--- src/design/lgm_pkg.sv ---
package lgm_pkg;

    typedef enum logic [1:0] {
        REQ_SCAN_START = 2'd0,
        REQ_SAMPLE     = 2'd1,
        REQ_SCAN_END   = 2'd2,
        REQ_CELL_READ  = 2'd3
    } req_t;

    typedef enum logic [1:0] {
        MODE_FORWARD = 2'd0,
        MODE_RIGHT   = 2'd1,
        MODE_LEFT    = 2'd2
    } mode_t;

    typedef enum logic [2:0] {
        REG_FOV_START = 3'd0,
        REG_ANGLE_STEP = 3'd1,
        REG_ARC_FIRST = 3'd2,
        REG_ARC_END = 3'd3,
        REG_OBST_THR = 3'd4,
        REG_MAX_RANGE = 3'd5,
        REG_STEP_DIST = 3'd6,
        REG_AVOID_TICKS = 3'd7
    } reg_idx_t;

    typedef enum logic [2:0] {
        BK_IDLE,
        BK_CORDIC,
        BK_MUL,
        BK_ADD,
        BK_SCALE,
        BK_CLEAR
    } bk_state_t;

    localparam int CORDIC_STEPS = 14;
    localparam logic signed [17:0] CORDIC_START = 18'sd9949;
    localparam logic [15:0] LFSR_MASK = 16'hB400;
    localparam logic [15:0] LFSR_SEED = 16'hACE1;
    localparam logic [15:0] NO_RETURN = 16'hFFFF;

    // Queue entry passed from the front part to the back part.
    typedef struct packed {
        logic [1:0]  kind;     // 0 pose step, 1 map sample, 2 scan-end/report, 3 cell read
        logic [15:0] angle;
        logic [15:0] range;
        logic [1:0]  mode;
        logic        hit;
        logic [15:0] nearest;
        logic [9:0]  qx;
        logic [9:0]  qy;
    } job_t;

    localparam logic [1:0] JOB_POSE = 2'd0;
    localparam logic [1:0] JOB_MAP = 2'd1;
    localparam logic [1:0] JOB_REPORT = 2'd2;
    localparam logic [1:0] JOB_READ = 2'd3;

    function automatic logic signed [17:0] atan_val(input logic [3:0] i);
        unique case (i)
            4'd0: atan_val = 18'sd8192;
            4'd1: atan_val = 18'sd4836;
            4'd2: atan_val = 18'sd2555;
            4'd3: atan_val = 18'sd1297;
            4'd4: atan_val = 18'sd651;
            4'd5: atan_val = 18'sd326;
            4'd6: atan_val = 18'sd163;
            4'd7: atan_val = 18'sd81;
            4'd8: atan_val = 18'sd41;
            4'd9: atan_val = 18'sd20;
            4'd10: atan_val = 18'sd10;
            4'd11: atan_val = 18'sd5;
            4'd12: atan_val = 18'sd3;
            4'd13: atan_val = 18'sd1;
            default: atan_val = 18'sd0;
        endcase
    endfunction

endpackage

--- src/design/lgm_front.sv ---
module lgm_front
    import lgm_pkg::*;
#(
    parameter int MAX_RAYS = 4096
)
(
    input  logic        clk,
    input  logic        rst_n,
    input  logic        cfg_write,
    input  logic [2:0]  cfg_index,
    input  logic [15:0] cfg_data,
    input  logic        valid,
    output logic        stall,
    input  logic [1:0]  req_type,
    input  logic [15:0] range_value,
    input  logic [11:0] ray_index,
    input  logic [15:0] yaw,
    input  logic [6:0]  cell_x,
    input  logic [6:0]  cell_y,
    output logic        job_valid,
    output job_t        job,
    input  logic        job_take,
    input  logic        back_busy,
    output logic [15:0] step_distance
);

    logic [15:0] fov_reg, step_reg, thr_reg, maxr_reg, dist_reg;
    logic [11:0] arc_first_reg;
    logic [12:0] arc_end_reg;
    logic [7:0]  ticks_reg;
    logic [15:0] heading_reg;
    logic [7:0]  avoid_reg;
    logic        turn_right_reg, hit_reg;
    logic [15:0] nearest_reg, lfsr_reg;
    // Two-entry queue.
    job_t        q_reg [2];
    logic [1:0]  cnt_reg;
    logic        rd_reg, wr_reg;

    logic        accept, push;
    job_t        nj;
    logic [15:0] lfsr_n;
    logic [15:0] ray_ang;
    logic        in_arc, ray_ok;

    assign step_distance = dist_reg;
    assign stall = (cnt_reg == 2'd2) || back_busy;
    assign accept = valid && !stall;
    assign job_valid = cnt_reg != 2'd0;
    assign job = q_reg[rd_reg];

    assign lfsr_n = lfsr_reg[0] ? ((lfsr_reg >> 1) ^ LFSR_MASK) : (lfsr_reg >> 1);
    assign ray_ang = fov_reg + 16'(ray_index * step_reg) + heading_reg;
    assign in_arc = ({1'b0, ray_index} >= {1'b0, arc_first_reg}) &&
                    ({1'b0, ray_index} < arc_end_reg) && (range_value < thr_reg);
    assign ray_ok = 32'(ray_index) < 32'(MAX_RAYS);

    always_comb
    begin
        nj = '0;
        push = 1'b0;
        nj.range = range_value;
        nj.qx = 10'(cell_x);
        nj.qy = 10'(cell_y);
        unique case (req_type)
            REQ_SCAN_START:
            begin
                nj.kind = JOB_POSE;
                nj.angle = yaw;
                push = (avoid_reg == 8'd0);
            end
            REQ_SAMPLE:
            begin
                nj.kind = JOB_MAP;
                nj.angle = ray_ang;
                push = ray_ok && (range_value != NO_RETURN) && (range_value <= maxr_reg)
                       && !ray_index[0];
            end
            REQ_SCAN_END:
            begin
                nj.kind = JOB_REPORT;
                nj.hit = hit_reg;
                nj.nearest = nearest_reg;
                nj.mode = (avoid_reg != 8'd0) ? (turn_right_reg ? MODE_RIGHT : MODE_LEFT)
                                              : MODE_FORWARD;
                push = 1'b1;
            end
            default:
            begin
                nj.kind = JOB_READ;
                push = 1'b1;
            end
        endcase
    end

    always_ff @(posedge clk)
    begin
        if (accept && push)
            q_reg[wr_reg] <= nj;
    end

    always_ff @(posedge clk or negedge rst_n)
    begin
        if (!rst_n)
        begin
            fov_reg <= 16'hC000;
            step_reg <= 16'd64;
            arc_first_reg <= 12'd179;
            arc_end_reg <= 13'd332;
            thr_reg <= 16'd614;
            maxr_reg <= 16'd5120;
            dist_reg <= 16'd51;
            ticks_reg <= 8'd20;
            heading_reg <= '0;
            avoid_reg <= '0;
            turn_right_reg <= 1'b1;
            hit_reg <= 1'b0;
            nearest_reg <= 16'd5120;
            lfsr_reg <= LFSR_SEED;
            cnt_reg <= '0;
            rd_reg <= 1'b0;
            wr_reg <= 1'b0;
        end
        else
        begin
            if (cfg_write)
            begin
                unique case (reg_idx_t'(cfg_index))
                    REG_FOV_START: fov_reg <= cfg_data;
                    REG_ANGLE_STEP: step_reg <= cfg_data;
                    REG_ARC_FIRST: arc_first_reg <= cfg_data[11:0];
                    REG_ARC_END: arc_end_reg <= cfg_data[12:0];
                    REG_OBST_THR: thr_reg <= cfg_data;
                    REG_MAX_RANGE: maxr_reg <= cfg_data;
                    REG_STEP_DIST: dist_reg <= cfg_data;
                    default: ticks_reg <= cfg_data[7:0];
                endcase
            end
            if (accept)
            begin
                unique case (req_type)
                    REQ_SCAN_START:
                    begin
                        heading_reg <= yaw;
                        hit_reg <= 1'b0;
                        nearest_reg <= maxr_reg;
                    end
                    REQ_SAMPLE:
                    begin
                        if (ray_ok && in_arc)
                        begin
                            hit_reg <= 1'b1;
                            if (range_value < nearest_reg)
                                nearest_reg <= range_value;
                        end
                    end
                    REQ_SCAN_END:
                    begin
                        if (avoid_reg != 8'd0)
                            avoid_reg <= avoid_reg - 8'd1;
                        else if (hit_reg)
                        begin
                            avoid_reg <= ticks_reg;
                            lfsr_reg <= lfsr_n;
                            turn_right_reg <= lfsr_n[0];
                        end
                    end
                    default:
                    begin
                    end
                endcase
            end
            if (accept && push)
                wr_reg <= ~wr_reg;
            if (job_take)
                rd_reg <= ~rd_reg;
            cnt_reg <= cnt_reg + 2'(accept && push) - 2'(job_take);
        end
    end

    a_no_overflow: assert property (@(posedge clk) disable iff (!rst_n)
        cnt_reg != 2'd3) else $error("queue count out of range");
    a_take_nonempty: assert property (@(posedge clk) disable iff (!rst_n)
        job_take |-> job_valid) else $error("take from empty queue");
    a_full_stalls: assert property (@(posedge clk) disable iff (!rst_n)
        (cnt_reg == 2'd2) |-> stall) else $error("full queue not stalling");

endmodule

--- config.mk ---
export PLATFORM = sky130hd
export DESIGN_NAME = lgm_front
export DESIGN_NICKNAME = d
export VERILOG_FILES = /design/src/design/lgm_pkg.sv /design/src/design/lgm_front.sv
export SDC_FILE = /design/constraint.sdc
export NUM_CORES = 1
export LEC_CHECK = 0
export ABC_AREA = 1
export ABC_CLOCK_PERIOD_IN_PS = 14600
export BUFFER_PORTS_ARGS = -buffer_cell sky130_fd_sc_hd__buf_2
export CELL_PAD_IN_SITES_DETAIL_PLACEMENT = 1
export CELL_PAD_IN_SITES_GLOBAL_PLACEMENT = 1
export CORE_UTILIZATION = 50
export DETAILED_ROUTE_END_ITERATION = 12
export PLACE_DENSITY_LB_ADDON = 0.1
export RECOVER_POWER = 25
export SETUP_SLACK_MARGIN = 0.05
export SLEW_MARGIN = 20
export SYNTH_ARGS = -nofsm -noshare
export SYNTH_HDL_FRONTEND = slang
export SYNTH_SLANG_ARGS = --single-unit
--- constraint.sdc ---
create_clock -name clk -period 14.6 [get_ports clk]
set_input_delay 2.92 -clock clk [delete_from_list [all_inputs] [get_ports clk]]
set_output_delay 2.92 -clock clk [all_outputs]
set_load 0.02 [all_outputs]
Word-level counts from Yosys, hierarchy flattened:

Memory sizes are Yosys's and may differ from the RTL's.
Cells that the tools add are included.

* register bits after elaboration: 175
* memories: 1
* bits in writable memories: 134
* input port bits: 85
* logic and storage cells: 92
* output and inout bits: 91

Memory list
* q_reg: depth 2, bits a word 67, read ports 1, clocked after memory_dff 0, wr ports 1, line lgm_front.sv:36 `job_t q_reg [2];`

* $lt $le $gt $ge: 5
* equal/unequal tests: 12
* reduce and logical (&&, ||, !) cells: 30
* multiply operators: 1
* add/subtract/negate cells: 5
* multiplexer cells: 16
* bitwise operators: 5

Operator list (count)
* $pmux W16 S2: 2
* $mux W16: 3
* $add A16 B16 Y16: 2
* $lt A16 B16 Y1: 2
* $mux W19: 1
* $reduce_and A2 Y1: 9
* $le A16 B16 Y1: 1
* $mul A12 B16 Y16: 1
* $mux W8: 2
* $ne A16 B16 Y1 const B: 1
* $lt A12 B13 Y1: 1
* $ge A12 B12 Y1: 1
* $eq A3 B3 Y1 const B: 3
* $logic_not A8 Y1: 1
* $reduce_and A4 Y1: 2
* $reduce_bool A8 Y1: 1
* $sub A8 B1 Y8 const B: 1
* $reduce_or A7 Y1: 1
* $eq A3 B2 Y1 const B: 2
* $logic_and A1 B1 Y1: 6
* $pmux W2 S3: 1
* $reduce_and A3 Y1: 2
* $reduce_bool A2 Y1: 3
* $eq A2 B2 Y1 const B: 2
* other kinds (14): 23

Longest topological paths before layout:

Gate-level depths: netlist (run 1).

* depth in word-level cells: 7
* mapped depth: 28
* gate-level depth less buffers: 26

Worst setup path before layout (run 1):

OpenSTA, ideal clock, no wires.

* path kind: input-to-reg
* start: input port ray_index[1]
* end: memory q_reg[0][61] (netlist bit), data pin
* required time: 14343 ps
* slack: 6338 ps
* setup time: 257 ps
* stages: 27
* arrival time: 8004 ps
* buffers on the path: 2
* cells stage by stage: clkbuf_1 clkbuf_1 nand2_1 inv_1 fa_1 inv_1 fa_1 inv_1 fa_1 inv_1 fa_1 inv_1 fa_1 inv_1 fa_1 inv_1 ha_1 inv_1 nor3_1 nand3_1 nand3_1 nand2_1 nand2_1 a21oi_1 or2_2 nand3_1 nand2_1

RTL lines
* start: declaration: line lgm_front.sv:16 `input logic [11:0] ray_index,`
* end: declaration: line lgm_front.sv:36

==> results of run 1 <==
==> tightest hold or removal path, delay by kind of cell (launching register included) <==
family        cells  cell delay, ns
flops             1            0.34
simple gates      2            0.11
==> stage by stage <==
stage / total power, W / hold slack, ns / cells / area (µm²)
after floorplan: 0.00355 / 0.442 / 1998 / 18700
after global routing: 0.00578 / 0.493 / 2630 / 21000
final: 0.00527 / 0.477 / 2630 / 21000
after detailed placement: 0.00440 / 0.467 / 2566 / 19900
after CTS: 0.00532 / 0.479 / 2630 / 21000
after global placement: 0.00425 / 0.456 / 2566 / 19900
==> power by group <==
group	switching (W)	internal (W)	total (W)
logic	0.00195	0.00116	0.00312
registers	0.000130	0.00114	0.00127
clock network	0.000377	0.000499	0.000876
total	0.00246	0.00280	0.00527
==> Yosys cell counts, types with 2 or more instances <==
cell type    n  share of area
mux2_4       2         0.0016
o21a_1       5         0.0020
nand3_1     37         0.0099
nor2_1      70          0.014
dfrtp_1    139           0.19
ha_1       115          0.077
buf_2        9         0.0024
buf_1        3        0.00060
xnor2_1     11         0.0052
nand2_1    475          0.095
dfstp_2     35          0.049
nor3_1      11         0.0029
or2_2        4         0.0013
clkbuf_1    56          0.011
buf_4        8         0.0032
o21ai_0    189          0.051
mux2_2      67          0.040
nor4_1       2        0.00067
nand3_2      2         0.0011
o31ai_1      4         0.0016
inv_1      390          0.078
edfxtp_1   134           0.22
o22ai_1      2        0.00067
o211ai_1     4         0.0016
xor2_1       6         0.0028
fa_1       104           0.11
nand4_1     28         0.0094
a21oi_1     69          0.018
==> logic make-up after synthesis <==
kind of cell / share of synthesized area
AO/OA/AOI/OAI: 0.0763
adder cells (fa/ha/maj): 0.188
multiplexers: 0.0420
flip-flops: 0.451
other: 0.000201
buffers and inverters: 0.0968
XOR/XNOR: 0.00797
AND/OR/NAND/NOR: 0.138
==> layout make-up <==
type | count | area share
clock buffers | 41 | 0.0444
clock inverters | 23 | 0.00979
inverters | 392 | 0.0702
multi-input cells | 1221 | 0.405
flip-flops and latches | 308 | 0.402
well taps | 468 | 0.0279
repair buffers | 177 | 0.0410
==> metal layers <==
metal | up-vias | share of wire | GRT usage
met4 | 0 | 0.023 | 0.0843
met3 | 72 | 0.038 | 0.0368
met2 | 255 | 0.49 | 0.460
met1 | 6949 | 0.45 | 0.360
met5 | - | 0 | 0
li1 | 6572 | - | -
==> path summary, 6_finish.rpt <==
check	start	endpoint	slack [ns]	depth (start not counted)
setup / recovery	ray_index[2]	q_reg[0][61]	6.55	26
hold / removal	nearest_reg[7]	nearest_reg[7]	0.48	2
setup reg to reg	step_reg[5]	q_reg[0][61]	8.51	25
hold reg to reg	nearest_reg[7]	nearest_reg[7]	0.48	2
max in group asynchronous	rst_n	maxr_reg[0]	6.71	3
min in group asynchronous	rst_n	heading_reg[15]	3.18	1
==> results.md, run 1 <==
* Die height at 195 µm
* P&R area growth vs syn at 12.2%
* Ports at 176
* Hold-fix buffers, CTS at 0
* CTS tree: yes
* Max_cap viols at 2
* Lkg Pwr at 10.3 nW
* Fmax at 0.124 GHz
* DR WL/cell at 19.1 µm
* Filler Cell Count at 4211
* Synth warnings at 0
* Worst path most repeated cell: inv_1
* Synth async-reset ratio at 0.565
* # rows at 70
* Post-synth EDFFs at 134
* DRC at 0
* CTS resizes at 0
* Worst Max-Slew Pin Slew at 3.54 ns
* Vias at about 14000
* Die Span X at about 200 µm
* Post-Route WL at about 50 mm
* Clock Skews at between 0.02 and 0.025 ns
* First-pass GRT wire length at 79.8 mm
* Mapped Area at between 15000 and 20000 µm²
* Most frequent cells in the layout: 475 x nand2_1, 389 x inv_1, 189 x o21ai_0, 138 x dfrtp_1, 138 x buf_2
* Status: finished with violations
* Main synth FF type: dfrtp_1
* Class of the worst hold path: reg2reg
* CP required at ~15 ns
* CTS buffer count at 36
* Multi-input logic area at 8480 µm²
* CP top delay family: adder cells
* Setup crit end kind: register
* Commonest non-fill, non-tap cell in the layout: nand2_1
* Max reg flops at between 100 and 150
* CP max FO at 16
* Placer Congestion at 0.810
* Final Net Count at 2440
* Slew HR at -1.36
* Vias in the first global route at about 15000
* Max IR drop VDD at 0.000350 V
* Critical path class: in2reg
* Synthesized area per cell at 9.37 µm²
* Total gr overflow at 0
* Core ar. at roughly 37000 µm²
* Routed Antenna Nets at 0
* Clock Pin Slew Worst Setup and Hold Paths at roughly 0.06 ns
* Hpwl dp at about 37 mm
* Failing checks: max-capacitance violations, max-slew violations
* Post-CTS setup buffer count at 0
* Worst-skew pair later-pin latency at between 0.5 and 0.6 ns
* Final worst path period need at 8.05 ns
* Buffers & Inverters on Critical Path at 9
* Final setup vio count at 0
* Die area at 38100 µm²
* Post-synthesis cell count at between 1500 and 2000
* Root Driver: clkbuf_16
* Maximum level of the CTS H-tree at 2
* Setup TNS at 0 ns
* Fin util at 0.571
* DRT iter0 DRCs at 622
* CP arrival at 8.33 ns
* Pre-CTS setup slack at 6.04 ns
* Slowest cell on crit path: fa_1
* Final-report max-slew violation count at ~110
* Crit-path max cell delay at 0.53 ns
* CP Launch Type: input pin
* Initial DRT Pass Iterations at 5
* Sequential cell area at 8420 µm²
* Cell Pwr Density at 251 nW/µm²
* Synthesis-stage register bit count at 308
* Worst setup slack after layout at 6.55 ns
* Pin count of the biggest net entering global routing at 72
* Bufs on Longest Clock Path at 3
* PortBufs at 169
* RSZ-0062 raised after global routing: no
* Crit share post-route at 0.551
* Final Hold Fails at 0
* Ant diodes at 0
* Sequential element share of the synthesized area at 0.451
* Initial antenna violation count at 0
* Share of cells above drive strength 1 at 0.148
* Total track usage at 0.271
* Synth cell types at 40
* Vias per cell at 5.27
* Num Clock Sinks at 308
* Initial cell density of the core at 0.509
(Power assumes the default switching activity.)
==> inputs of run 2 (changes only) <==
--- a/config.mk
+++ b/config.mk
@@ -6,11 +6,11 @@
 export NUM_CORES = 1
 export LEC_CHECK = 0
 export ABC_AREA = 1
-export ABC_CLOCK_PERIOD_IN_PS = 14600
+export ABC_CLOCK_PERIOD_IN_PS = 6490
 export BUFFER_PORTS_ARGS = -buffer_cell sky130_fd_sc_hd__buf_2
 export CELL_PAD_IN_SITES_DETAIL_PLACEMENT = 1
 export CELL_PAD_IN_SITES_GLOBAL_PLACEMENT = 1
-export CORE_UTILIZATION = 50
+export CORE_UTILIZATION = 42
 export DETAILED_ROUTE_END_ITERATION = 12
 export PLACE_DENSITY_LB_ADDON = 0.1
 export RECOVER_POWER = 25
==> constraint.sdc (replaced) <==
create_clock -name clk -period 6.49 [get_ports clk]
set_input_delay 1.298 -clock clk [delete_from_list [all_inputs] [get_ports clk]]
set_output_delay 1.298 -clock clk [all_outputs]
set_load 0.02 [all_outputs]
==> run 2 against run 1 <==
Effect of this change:
- the run still ends with max-capacitance violations, max-slew violations left
- clock skew up 0.014 ns
- via count up 0.64%
- sequential share of layout area down 1.0 points
==> results.md, run 2 (synthesis results as in run 1) <==
* Core ar. at 43500 µm² (was 36700 µm²)
* Final setup vio count at 0 (unchanged)
* Die Span X at 213 µm (was 195 µm)
* RSZ-0062 raised after global routing: yes (was no)
* Slew HR at -2.00 (was -1.36)
* DR WL/cell at 18.1 µm (was 19.1 µm)
* Most frequent cells in the layout: 475 x nand2_1, 389 x inv_1, 189 x o21ai_0, 141 x buf_2, 138 x dfrtp_1 (was 475 x nand2_1, 389 x inv_1, 189 x o21ai_0, 138 x dfrtp_1, 138 x buf_2)
* Pin count of the biggest net entering global routing at 77 (was 72)
* Failing checks: max-capacitance violations, max-slew violations (unchanged)
* Buffers & Inverters on Critical Path at 9 (unchanged)
* Crit-path max cell delay at 0.53 ns (about the same)
* CP top delay family: adder cells (unchanged)
* Worst min-delay path endpoint: nearest_reg[5] (was nearest_reg[7])
* Finished Cell Area at 21500 µm² (was 21000 µm²)
* Vias in the first global route at 14900 (was 14700)
* Worst-skew pair later-pin latency at 0.56 ns (was 0.55 ns)
* Bufs on Longest Clock Path at 3 (unchanged)
* Initial cell density of the core at 0.430 (was 0.509)
* Fmax at 0.163 GHz
* Setup crit end kind: register (unchanged)
* Die area at 45300 µm² (was 38100 µm²)
* PortBufs at 169 (unchanged)
* Pre-CTS setup slack at -0.238 ns (was 6.04 ns)
* Net Sw Frac at 0.444 (was 0.467)
* Hpwl dp at 37.8 mm (was 36.5 mm)
* Final Hold Fails at 0 (unchanged)
* CP max FO at 6 (was 16)
* NetSw at 0.00576 W (was 0.00246 W)
* Vias per cell at 5.00 (was 5.27)
* Max IR drop VDD at 0.000718 V (was 0.000350 V)
* Final worst path period need at 6.13 ns
* CP Launch Type: input pin (unchanged)
* Clock Skews at 0.0342 ns (was 0.0202 ns)
* CP required at 6.78 ns (was 14.89 ns)
* Vias at 13900 (was 13800)
* CP arrival at 6.42 ns (was 8.33 ns)
* Combinational share of power at 0.620 (was 0.592)
* Final-report max-slew violation count at 140 (was 107)
* Total track usage at 0.232 (was 0.271)
* Internal cell power at 0.00720 W (was 0.00280 W)
* Initial DRT Pass Iterations at 5 (unchanged)
* Worst r2r path cells at 25 (unchanged)
* Initial antenna violation count at 1 (was 0)
* Worst path most repeated cell: inv_1 (unchanged)
* Max reg flops at 134 (unchanged)
* Critical path class: in2reg (unchanged)
* Worst Max-Slew Pin Slew at 4.49 ns (was 3.54 ns)
* Commonest non-fill, non-tap cell in the layout: nand2_1 (unchanged)
* Hold-fix buffers, CTS at 0 (unchanged)
* Maximum level of the CTS H-tree at 2 (unchanged)
* # rows at 76 (was 70)
* Setup TNS at 0 ns (unchanged)
* Share of cells above drive strength 1 at 0.168 (was 0.148)
* Crit share post-route at 0.944
* DRT iter0 DRCs at 616 (was 622)
* Class of the worst hold path: reg2reg (unchanged)
* CTS buffer count at 36 (unchanged)
* Overall power at 0.0130 W (was 0.00527 W)
* HP Start: nearest_reg[5] (was nearest_reg[7])
* Post-DP Area at 20300 µm² (was 19900 µm²)
* Final Net Count at 2480 (was 2440)
* Root Driver: clkbuf_16 (unchanged)
* Filler Cell Count at 5070 (was 4211)
* Reg2reg start: step_reg[5] (unchanged)
* Max_cap viols at 3 (was 2)
* Seq pwr share at 0.219 (was 0.242)
* Status: finished with violations (unchanged)
* Total gr overflow at 0 (unchanged)
* CTS tree: yes (unchanged)
* Lkg Pwr at 10.6 nW (was 10.3 nW)
* Routed Antenna Nets at 0 (unchanged)
* Clock power share at 0.161 (was 0.166)
* FF-to-FF setup slack at 0.62 ns (was 8.51 ns)
* Worst Hold Depth at 2 (unchanged)
* Slowest cell on crit path: fa_1 (unchanged)
* Placer Congestion at 0.825 (was 0.810)
* Reg2reg end: q_reg[1][61] (was q_reg[0][61])
* Post-Route WL at 50.4 mm (was 50.1 mm)
* P&R area growth vs syn at 15.2% (was 12.2%)
* Clock Pin Slew Worst Setup and Hold Paths at 0.06 ns (about the same)
* Ports at 176 (unchanged)
* Num Clock Sinks at 308 (unchanged)
* First-pass GRT wire length at 80.9 mm (was 79.8 mm)
* Cell Pwr Density at 602 nW/µm² (was 251 nW/µm²)
* Die height at 213 µm (was 195 µm)
* Worst setup slack after layout at 0.362 ns (was 6.55 ns)
* DRC at 0 (unchanged)
run 2: what timing repair did:
item	4_1_cts	5_1_grt
buffers inserted	0	0
resized for setup	0	1
endpoints found under the setup margin	0	2
run 2: how the worst max path moves through the flow:
stage                            start  depth (start not counted)           end
after floorplan           ray_index[0]                         25  q_reg[0][61]
after global placement    ray_index[2]                         26  q_reg[0][61]
after detailed placement  ray_index[2]                         27  q_reg[1][62]
after CTS                 ray_index[2]                         27  q_reg[1][62]
after global routing      ray_index[2]                         26  q_reg[1][61]
final                     ray_index[2]                         26  q_reg[1][61]
run 2: layer usage:
metal  vias to the layer above  track usage  routed length [µm]
li1                       6665            -                   -
met1                      6955        0.313               23100
met2                       241        0.387               24100
met3                        76       0.0347                2030
met4                         0       0.0635                1130
met5                         -            0                   0
run 2: tightest hold or removal path, stage by stage, from the launching register on:
cell and delay [ns]:
dfrtp_1 0.34, nand2_1 0.05, nand2_1 0.04
run 2: layout make-up:
cell class	count	area, µm²	area share
antenna	1	2.50	0.000116
clock buffer	46	998	0.0464
clock inverter	20	218	0.0101
inverter	392	1470	0.0684
multi-input combinational	1221	8500	0.395
sequential	308	8420	0.391
tap	585	732	0.0340
timing repair buffer	217	1170	0.0543
run 2: per-stage QoR:
stage,cells,hold slack (ns),utilization
3_3_place_gp,2723,0.454,0.468
3_5_place_dp,2723,0.461,0.468
4_1_cts,2789,0.470,0.496
6_report,2790,0.467,0.495
2_1_floorplan,1998,0.442,-
5_1_grt,2789,0.489,0.495
run 2: power by group through the flow:
stage / combinational [W] / clock (W) / sequential (W)
after global placement: 0.00775 / 0 / 0.00286
after CTS: 0.00807 / 0.00213 / 0.00285
final: 0.00803 / 0.00208 / 0.00284
after global routing: 0.00916 / 0.00220 / 0.00290
after detailed placement: 0.00801 / 0 / 0.00288
after floorplan: 0.00525 / 0 / 0.00277
